===== config.mk =====
export PLATFORM = sky130hd
export DESIGN_NAME = mhpq_ctrl
export DESIGN_NICKNAME = d
export VERILOG_FILES = /design/src/rtl/core/mhpq_pkg.sv /design/src/rtl/core/mhpq_ctrl.sv
export SDC_FILE = /design/constraint.sdc
export NUM_CORES = 1
export LEC_CHECK = 0
export BUFFER_PORTS_ARGS = -buffer_cell sky130_fd_sc_hd__buf_4
export CAP_MARGIN = 5
export CORE_AREA = 2 2 39 41
export DETAILED_ROUTE_END_ITERATION = 10
export DIE_AREA = 0 0 41 43
export PLACE_DENSITY_LB_ADDON = 0.1
export SLEW_MARGIN = 20
export SYNTH_ARGS = -nofsm -noshare
export SYNTH_HDL_FRONTEND = slang
export SYNTH_SLANG_ARGS = --single-unit

===== constraint.sdc =====
create_clock -name clock -period 1.1 [get_ports clock]
set_input_delay 0.22 -clock clock [delete_from_list [all_inputs] [get_ports clock]]
set_output_delay 0.22 -clock clock [all_outputs]
set_load 0.02 [all_outputs]

===== src/rtl/core/mhpq_pkg.sv =====
// shared types and constants for the min-heap priority queue
// used by the channel interfaces, the controller, the datapath and the top level
package mhpq_pkg;

   localparam int DATA_W   = 32;
   localparam int COUNT_W  = 9;
   localparam int STATUS_W = 2;

   localparam logic ACTION_PUSH = 1'b0;
   localparam logic ACTION_POP  = 1'b1;

   localparam logic [STATUS_W-1:0] STATUS_OK    = 2'd0;
   localparam logic [STATUS_W-1:0] STATUS_FULL  = 2'd1;
   localparam logic [STATUS_W-1:0] STATUS_EMPTY = 2'd2;

   typedef enum logic [2:0] {
      OP_NONE,
      OP_START,
      OP_UP,
      OP_DN_LOAD,
      OP_DN,
      OP_RESP
   } op_type;

   typedef struct packed {
      op_type op;
   } cmd_type;

   typedef struct packed {
      logic full;
      logic empty;
      logic single;
      logic up_done;
      logic dn_done;
   } sts_type;

endpackage


===== src/rtl/core/mhpq_ctrl.sv =====
// sequencer for push sift-up and pop sift-down, plus response handshake
// depends on mhpq_pkg for command and status definitions
module mhpq_ctrl (
   input  logic               clock,
   input  logic               reset,
   input  logic               req_valid,
   input  logic               req_action,
   output logic               req_ready,
   output logic               rsp_valid,
   input  logic               rsp_ready,
   input  mhpq_pkg::sts_type  sts,
   output mhpq_pkg::cmd_type  cmd
);

   localparam logic [2:0] S_IDLE    = 3'd0;
   localparam logic [2:0] S_UP      = 3'd1;
   localparam logic [2:0] S_DN_LOAD = 3'd2;
   localparam logic [2:0] S_DN      = 3'd3;
   localparam logic [2:0] S_FINISH  = 3'd4;

   logic [2:0] state_ff, state_in;
   logic       rsp_valid_ff, rsp_valid_in;

   assign req_ready = (state_ff == S_IDLE);
   assign rsp_valid = rsp_valid_ff;

   always_comb begin
      state_in     = state_ff;
      rsp_valid_in = rsp_valid_ff && !rsp_ready;
      cmd.op       = mhpq_pkg::OP_NONE;
      unique case (state_ff)
         S_IDLE: begin
            if (req_valid) begin
               cmd.op = mhpq_pkg::OP_START;
               if (req_action == mhpq_pkg::ACTION_PUSH) begin
                  state_in = sts.full ? S_FINISH : S_UP;
               end else begin
                  // a pop that leaves nothing needs no sift
                  state_in = (sts.empty || sts.single) ? S_FINISH : S_DN_LOAD;
               end
            end
         end
         S_UP: begin
            cmd.op = mhpq_pkg::OP_UP;
            if (sts.up_done) begin
               state_in = S_FINISH;
            end
         end
         S_DN_LOAD: begin
            cmd.op   = mhpq_pkg::OP_DN_LOAD;
            state_in = S_DN;
         end
         S_DN: begin
            cmd.op = mhpq_pkg::OP_DN;
            if (sts.dn_done) begin
               state_in = S_FINISH;
            end
         end
         S_FINISH: begin
            // wait for the output register to free up
            if (!rsp_valid_ff || rsp_ready) begin
               cmd.op       = mhpq_pkg::OP_RESP;
               rsp_valid_in = 1'b1;
               state_in     = S_IDLE;
            end
         end
         default: begin
            state_in = S_IDLE;
         end
      endcase
   end

   always_ff @(posedge clock) begin
      if (reset) begin
         state_ff     <= S_IDLE;
         rsp_valid_ff <= 1'b0;
      end else begin
         state_ff     <= state_in;
         rsp_valid_ff <= rsp_valid_in;
      end
   end

endmodule

==> metrics.csv, run 1 <==
metric,value,unit
final WL,958,µm
Hold Fails Final Rpt,0,
required time worst endpoint,0.88,ns
vias,418,
min Tclk post-route,1.32,ns
status,"complete, but fails checks",
actual slew at the worst max-slew pin,0.332,ns
HP Class,in -> reg,
GP Congestion,0.774,
"commonest non-fill, non-tap cells in the layout","18 x buf_4, 9 x buf_6, 4 x nor2_1, 3 x clkbuf_4, 3 x dfxtp_4",
sequential area share after synthesis,24.2,%
largest net degree at the start of global routing,8,
Clock Latency Late Sink,0.23,ns
Final HPWL DP,698,µm
"Avg Cell Area, Syn",7.89,µm²
H-tree depth,1,
Post-Syn Instances,42,
clock sink count,4,
DRC,0,
TritonCTS Buffers,3,
post-route clock skew,0.00137,ns
Max Fclk,758,MHz
Crit path arrival time,1.10,ns
# diodes,0,
1st-iter DRT viols,3,
crit-path max FO,6,
period utilization,120,%
layout cells sized above 1,71.0,%
Synth-to-Final Area Change,100,%
Power Density,1080,mW/mm²
nets,81,
Yosys warnings,0,
"antenna viol nets, final",0,
Filler cells,144,
IO Count,15,
vias in the first global route,414,
"Hold-fix buffers, CTS",0,
Pins Over Slew Limit,0,
global-route wire length before repair,1670,µm
Startpoint Class,register,
RSZ-0062 raised after global routing,true,
vias per cell,4.92,
clk root buf,clkbuf_4,
Area after DPL,522,µm²
"critical path, cell by cell",buf_6 > o31ai_2 > buf_4,
peak supply drop,0.383,mV
Initial Util,24.0,%
Worst Slack Setup Final,-0.220,ns
per-cell routed wire length,11.3,µm
Final Cell Area,664,µm²
CP Capture Type,primary output,
DP Worst Slack,-0.128,ns
register bit total from synthesis,4,
Leak,0.283,nW
Chip Height,43,µm
clock-pin slew on the worst setup and hold paths,0.04,ns
kind of critical path,reg -> out,
"Core Util, Final",48.0,%
syn_nets,52,
core footprint,0.00138,mm²
Max-cap violations,0,
die area,0.00176,mm²
CTS tree,done,
CTS Buffer Depth,2,
"commonest non-fill, non-tap cell in the layout",buf_4,
Slew HR,77.8,%
I/O Buffers,14,
Netlist Area Pre-Place,332,µm²
FP Rows,14,
"slowest stage delay, CP",0.36,ns
DR pass1 iterations,3,
Global Route Usage Sum,13.7,%
Netlist cell types,27,
Die W,41,µm
initial antenna violation count,0,
failing checks,setup timing,
final setup vio count,7,
Critical Path Slowest Stage Cell,dfxtp_4,
total gr overflow,0,
-- critical path: cells and delay by family (launching register included) --
family	cells	cell delay, ns
compound gates	1	0.21
buf+inv	2	0.29
flops	1	0.36
-- cells by family (layout without fill, tap and decap cells) --
group | count (synthesis) | in the layout | share of synthesized area (%)
flip-flops | 4 | 4 | 24.2
buffers and inverters | 5 | 32 | 10.6
AO/OA/AOI/OAI | 11 | 11 | 22.6
AND/OR/NAND/NOR | 21 | 21 | 40.0
XOR/XNOR | 1 | 1 | 2.64
-- power breakdown --
part           total [mW]  switching, mW  internal (mW)
sequential          0.183         0.0219          0.161
clock               0.184         0.0615          0.122
combinational       0.350          0.152          0.198
total               0.716          0.235          0.481
-- registers in the layout, indices dropped and copies added (netlist names) --
register and flops:
rsp_valid 1, state_ff 3
-- cell type report --
cell class | count | area (µm²) | share of cell area, %
tap | 16 | 20.0 | 3.01
timing repair buffer | 27 | 236 | 35.6
clock buffer | 3 | 22.5 | 3.39
sequential | 4 | 92.6 | 13.9
multi-input combinational | 33 | 285 | 42.9
inverter | 2 | 7.51 | 1.13
-- cells in the mapped netlist --
library cell,n,area share [%]
and2_1,1,1.9
o21ai_0,2,3.0
nor3b_4,1,5.7
nor3_1,3,4.5
o22ai_1,1,1.9
or3_1,1,1.9
nand4_1,2,3.8
and4bb_1,1,3.8
nor3b_1,1,2.3
nand2_1,2,2.3
a21oi_1,1,1.5
nor2_1,5,5.7
dfxtp_1,4,24
buf_2,1,1.5
nor2b_1,1,1.9
inv_1,2,2.3
a31oi_1,1,1.9
a211o_1,1,2.6
nand2b_1,1,1.9
nand3_1,1,1.5
buf_6,2,6.8
o31ai_1,2,4.5
o21bai_2,1,3.4
and3b_2,1,3.0
xnor2_1,1,2.6
o21bai_1,1,2.3
o21ai_1,1,1.5
-- routing by layer --
layer  up-vias  track usage, %  part of all wire (%)
li1        208               -                     -
met1       197            15.4                    42
met2        13            21.9                    52
met3         0            3.14                   5.4
met4         0            8.00                     0
met5         -               0                     0
-- path summary, 6_finish.rpt --
path | from | end | slack, ns | cells after the start
setup / recovery | state_ff[1] | cmd[2] | -0.22 | 3
hold / removal | reset | rsp_valid | 0.17 | 2
setup reg to reg | state_ff[0] | state_ff[0] | -0.15 | 5
hold reg to reg | rsp_valid | rsp_valid | 0.49 | 2
-- what timing repair did --
action / in CTS / in global routing
gates resized for setup: 17 / 9
pin swaps: 13 / 1
setup buffers: 3 / 0
endpoints found under the setup margin: 8 / 8
-- per-stage QoR --
stage / std cells / TNS [ns] / total power [mW] / hold WS (ns)
final: 85 / -1.07 / 0.716 / 0.174
after global routing: 85 / -1.50 / 0.771 / 0.175
after CTS: 85 / -1.10 / 0.708 / 0.166
after detailed placement: 79 / -0.489 / 0.457 / 0.413
after global placement: 79 / -0.545 / 0.458 / 0.423
after floorplan: 42 / -0.0158 / 0.338 / 0.282
No activity file was read; power rests on OpenSTA's default activity.
==> inputs of run 2 (changes only) <==
--- a/config.mk
+++ b/config.mk
@@ -5,6 +5,7 @@
 export SDC_FILE = /design/constraint.sdc
 export NUM_CORES = 1
 export LEC_CHECK = 0
+export ABC_AREA = 1
 export BUFFER_PORTS_ARGS = -buffer_cell sky130_fd_sc_hd__buf_4
 export CAP_MARGIN = 5
 export CORE_AREA = 2 2 39 41
==> run 2 against run 1 <==
  * The flow still finishes with violations (setup timing)
  * Fmax decreased by 4.0%
  * Area after synthesis grew 0.38%
  * Power increased to 3.1 times the previous value
  * Critical endpoint is now cmd[0]
  * Largest cell class unchanged
==> metrics.csv, run 2 <==
metric,value,unit
Most used DFF post-synth,dfxtp_1,
vias in the first global route,388,
Crit path arrival time,1.15,ns
ys async rst share,0,%
Post-Syn Instances,57,
initial antenna violation count,0,
actual slew at the worst max-slew pin,0.228,ns
Hold Path End,rsp_valid,
required time worst endpoint,0.88,ns
per-cell routed wire length,8.92,µm
Sw Share,45.1,%
CTS tree,done,
crit-path max FO,4,
combinational share of power,76.7,%
"commonest non-fill, non-tap cell in the layout",buf_4,
Critical Path Slowest Stage Cell,dfxtp_4,
hold path start,reset,
sequential area share after synthesis,24.1,%
DRC,0,
min Tclk post-route,1.37,ns
kind of critical path,reg -> out,
Reg2Reg Depth,10,
Hold Fails Final Rpt,0,
GP Congestion,0.701,
1st-iter DRT viols,2,
"Core Util, Final",46.5,%
core footprint,0.00138,mm²
"Avg Cell Area, Syn",5.84,µm²
Chip Height,43,µm
nets,99,
clock sink count,4,
Max Fclk,727,MHz
Tot Pwr,2.19,mW
syn_nets,67,
vias,429,
Global Route Usage Sum,12.4,%
Psw,0.990,mW
Clk pwr share,8.3,%
vias per cell,4.17,
status,"complete, but fails checks",
Netlist cell types,15,
Pins Over Slew Limit,0,
largest net degree at the start of global routing,7,
CP Capture Type,primary output,
HP Class,in -> reg,
Filler cells,156,
"slowest stage delay, CP",0.36,ns
"commonest non-fill, non-tap cells in the layout","23 x buf_4, 12 x nor2_1, 10 x nand2_1, 8 x inv_1",
final setup vio count,7,
synth cell count leaders,"12 x nor2_1, 11 x nand2_1, 9 x inv_1",
internal power,1.20,mW
failing checks,setup timing,
final WL,919,µm
number of synthesized flops with an enable pin,0,
post-route clock skew,0.00654,ns
FP Rows,14,
Max-cap violations,0,
Worst Hold Depth,2,
global-route wire length before repair,1470,µm
register bit total from synthesis,4,
# diodes,0,
CTS Buffer Depth,2,
RSZ-0062 raised after global routing,true,
max FFs per register,3,
clock-pin slew on the worst setup and hold paths,0.04,ns
Clock Latency Late Sink,0.24,ns
die area,0.00176,mm²
period utilization,125,%
"critical path, cell by cell",nor3_4 > o21ai_2 > o211ai_1 > buf_4,
R2R Path End,state_ff[2],
Slew HR,84.7,%
Leak,0.354,nW
Yosys warnings,0,
largest reg by FF count,state_ff,
Area contributors post-synth,"dfxtp_1 24%, nor2_1 14%, nand2_1 12%",
Final HPWL DP,693,µm
Worst Slack Setup Final,-0.275,ns
peak supply drop,1.30,mV
Critical R2R Launch,state_ff[1],
DR pass1 iterations,4,
sequential power share,15.0,%
Die W,41,µm
most common cell in the netlist,nor2_1,
layout cells sized above 1,58.6,%
Synth-to-Final Area Change,93.2,%
Initial Util,24.1,%
IO Count,15,
clk root buf,clkbuf_4,
Netlist Area Pre-Place,333,µm²
Power Density,3410,mW/mm²
Yosys top cell area share,24.1,%
total gr overflow,0,
H-tree depth,1,
TritonCTS Buffers,3,
Startpoint Class,register,
top cell type by total area after synthesis,dfxtp_1,
"antenna viol nets, final",0,
I/O Buffers,14,
R2R setup slack,-0.14,ns
[run 2: cell types whose count changed after synthesis, moves of 3 or more]
cell     before  now
inv_1         2    9
nand2_1       2   11
nor2_1        5   12
nand2_2       0    3
inv_2         0    3
[run 2: worst max path at each step]
| stage | startpoint | to | slack [ns] | cells after the start |
|---|---|---|---|---|
| after floorplan | state_ff[0] | cmd[0] | -0.06 | 3 |
| after global placement | state_ff[1] | cmd[0] | -0.06 | 4 |
| after detailed placement | state_ff[1] | cmd[0] | -0.08 | 4 |
| after CTS | state_ff[1] | cmd[0] | -0.29 | 4 |
| after global routing | state_ff[1] | cmd[0] | -0.38 | 4 |
| final | state_ff[1] | cmd[0] | -0.27 | 4 |
[run 2: repair_timing]
action | CTS | global route
hold endpoints to repair | 0 | 0
buffers inserted | 2 | 3
setup endpoints to repair | 6 | 7
resized for setup | 8 | 5
cloned | 0 | 0
pin swaps | 2 | 2
hold buffers | 0 | 0
[run 2: power by group through the flow]
stage | registers [mW] | clock network [mW] | logic [mW]
after detailed placement | 0.317 | 0 | 1.35
after global placement | 0.308 | 0 | 1.36
final | 0.329 | 0.182 | 1.68
after global routing | 0.340 | 0.195 | 1.85
after floorplan | 0.334 | 0 | 0.757
after CTS | 0.332 | 0.191 | 1.52
[run 2: kinds of logic after synthesis]
kind of cell           Yosys count  share of synthesized area [%]
AOI/OAI and AO/OA                5                           10.2
and+or+nand+nor                 36                           52.3
DFF                              4                           24.1
buffers and inverters           12                           13.5
[run 2: layer usage]
layer / vias to the layer above / part of all wire, % / global-route usage [%] / routed length [µm]
li1: 237 / - / - / -
met1: 187 / 47 / 14.2 / 433
met2: 5 / 50 / 20.0 / 456
met3: 0 / 3.2 / 6.28 / 29
met4: 0 / 0 / 2.00 / 0
met5: - / 0 / 0 / 0
[run 2: final cells by class]
class                   instances  area (µm²)  area share (%)
multi-input cells              41         249            38.7
repair buffers                 27         218            33.9
flip-flops and latches          4        88.8            13.8
inverters                      12        45.0            7.00
clock buffers                   3        22.5            3.50
well taps                      16        20.0            3.11
[run 2: metrics by stage]
stage | hold WS (ns) | cells | setup WS (ns) | setup TNS [ns] | instance area [µm²]
2_1_floorplan | 0.292 | 57 | -0.0597 | -0.0597 | 350
3_3_place_gp | 0.388 | 95 | -0.0604 | -0.0781 | 536
3_5_place_dp | 0.392 | 95 | -0.0784 | -0.115 | 536
4_1_cts | 0.139 | 100 | -0.287 | -1.03 | 601
5_1_grt | 0.146 | 103 | -0.382 | -1.71 | 643
6_report | 0.146 | 103 | -0.275 | -1.14 | 643
[run 2: worst max-delay path, delay by kind of cell, from the launching register on]
family | cells | cell delay [ns]
and+or+nand+nor | 1 | 0.20
DFF | 1 | 0.36
buffers and inverters | 1 | 0.17
AOI/OAI and AO/OA | 2 | 0.20
==> inputs of run 3 (changes only) <==
--- a/config.mk
+++ b/config.mk
@@ -11,7 +11,7 @@
 export CORE_AREA = 2 2 39 41
 export DETAILED_ROUTE_END_ITERATION = 10
 export DIE_AREA = 0 0 41 43
-export PLACE_DENSITY_LB_ADDON = 0.1
+export RECOVER_POWER = 25
 export SLEW_MARGIN = 20
 export SYNTH_ARGS = -nofsm -noshare
 export SYNTH_HDL_FRONTEND = slang
==> run 3 against run 2 <==
  * The run still ends with setup timing left
  * Worst setup slack lost 0.038 ns
  * Fmax down 2.7%
  * Final area down 2.7%
  * Critical path depth up 1
  * Via count shrank 3.7%
  * Non-clock buffer count shrank 2
  * Critical endpoint unchanged
  * Highest routed layer unchanged
==> metrics.csv, run 3 (synthesis gave the netlist of run 2 again) <==
metric,value,unit
DP Worst Slack,-0.0537,ns
Tot Pwr,2.13,mW
Die W,41,µm
TritonCTS Buffers,3,
"antenna viol nets, final",0,
per-cell routed wire length,9.24,µm
GR Layer Usage met1,14.5,%
clock sink count,4,
initial antenna violation count,0,
kind of critical path,reg -> out,
FP Rows,14,
DRC,0,
core footprint,0.00138,mm²
1st-iter DRT viols,5,
Power Density,3400,mW/mm²
Hold Path End,rsp_valid,
Pins Over Slew Limit,0,
clock-pin slew on the worst setup and hold paths,0.04,ns
Critical R2R Launch,state_ff[2],
"commonest non-fill, non-tap cell in the layout",buf_4,
GRT met3 Usage,3.14,%
Reg2Reg Depth,10,
vias in the first global route,414,
"Hold-fix buffers, CTS",0,
Final HPWL DP,681,µm
status,"complete, but fails checks",
Clock Latency Late Sink,0.23,ns
die area,0.00176,mm²
max FFs per register,3,
R2R Path End,state_ff[2],
Hold Fails Final Rpt,0,
Leak,0.330,nW
Initial Util,24.1,%
Global Route Usage Sum,12.9,%
actual slew at the worst max-slew pin,0.226,ns
"commonest non-fill, non-tap cells in the layout","19 x buf_4, 12 x nor2_1, 10 x nand2_1, 7 x inv_1, 5 x buf_6",
crit-path max FO,5,
total gr overflow,0,
H-tree depth,1,
CTS Buffer Depth,2,
final setup vio count,7,
Worst Hold Depth,2,
Max Fclk,708,MHz
Crit path arrival time,1.19,ns
nets,97,
Synth-to-Final Area Change,88.0,%
post-route clock skew,0.00190,ns
largest reg by FF count,state_ff,
I/O Buffers,14,
HP Class,in -> reg,
R2R setup slack,-0.18,ns
met2 Resource Use GR,21.3,%
# diodes,0,
GP Congestion,0.762,
largest net degree at the start of global routing,7,
required time worst endpoint,0.88,ns
IO Count,15,
layout cells sized above 1,56.5,%
CTS tree,done,
vias per cell,4.09,
CP Capture Type,primary output,
Max-cap violations,0,
DR pass1 iterations,3,
peak supply drop,1.12,mV
Chip Height,43,µm
clk root buf,clkbuf_4,
Startpoint Class,register,
Worst Slack Setup Final,-0.313,ns
hold path start,reset,
Hold Slack,0.155,ns
failing checks,setup timing,
global-route wire length before repair,1550,µm
Slew HR,84.8,%
period utilization,128,%
vias,413,
min Tclk post-route,1.41,ns
final WL,933,µm
layer with the highest usage,met2,
RSZ-0062 raised after global routing,true,
"Core Util, Final",45.2,%
## run 3: cell count changes in the layout (fill, tap and decap cells not counted), sizes merged
cell,change
buf,-3
clkbuf,+1
## run 3: stage by stage
stage	instance area [µm²]	setup TNS, ns	instances
final	626	-1.49	101
after detailed placement	520	-0.111	93
after global placement	520	-0.0831	93
after global routing	626	-1.98	101
after floorplan	350	-0.0597	57
after CTS	589	-1.07	98
## run 3: where the power goes
part	switching, mW	internal (mW)	leakage, nW	total (mW)
clock network	0.0536	0.122	0.0138	0.175
logic	0.804	0.790	0.282	1.59
registers	0.115	0.245	0.0349	0.360
total	0.972	1.16	0.330	2.13
## run 3: critical path, stage by stage, from the launching register on
cell and delay [ns]:
dfxtp_4 0.36, inv_6 0.04, nor3_4 0.20, o21ai_2 0.10, o211ai_1 0.09, buf_4 0.17
## run 3: what timing repair did
| action | CTS | global route |
|---|---|---|
| pin swaps | 1 | 5 |
| hold endpoints to repair | 0 | 0 |
| resized for setup | 11 | 5 |
| buffers inserted | 2 | 3 |
| endpoints found under the setup margin | 7 | 7 |
## run 3: per-layer routing
layer | share of wire [%] | wire length [µm]
met4 | 0 | 0
met2 | 56 | 520
met1 | 40 | 371
met3 | 4.3 | 40
met5 | 0 | 0
## run 3: worst max-delay path by stage
stage | start | endpoint | slack, ns | cells after the start
global placement | state_ff[1] | cmd[0] | -0.04 | 4
floorplan | state_ff[0] | cmd[0] | -0.06 | 3
global route | state_ff[2] | cmd[0] | -0.37 | 5
finish | state_ff[2] | cmd[0] | -0.31 | 5
CTS | state_ff[1] | cmd[0] | -0.31 | 4
detailed placement | state_ff[1] | cmd[0] | -0.05 | 4
## run 3: layout make-up
cell class	count	area, µm²
repair buffers	25	203
well taps	16	20.0
multi-input cells	41	239
inverters	12	50.0
fillers	140	758
flip-flops and latches	4	91.3
clock buffers	3	22.5
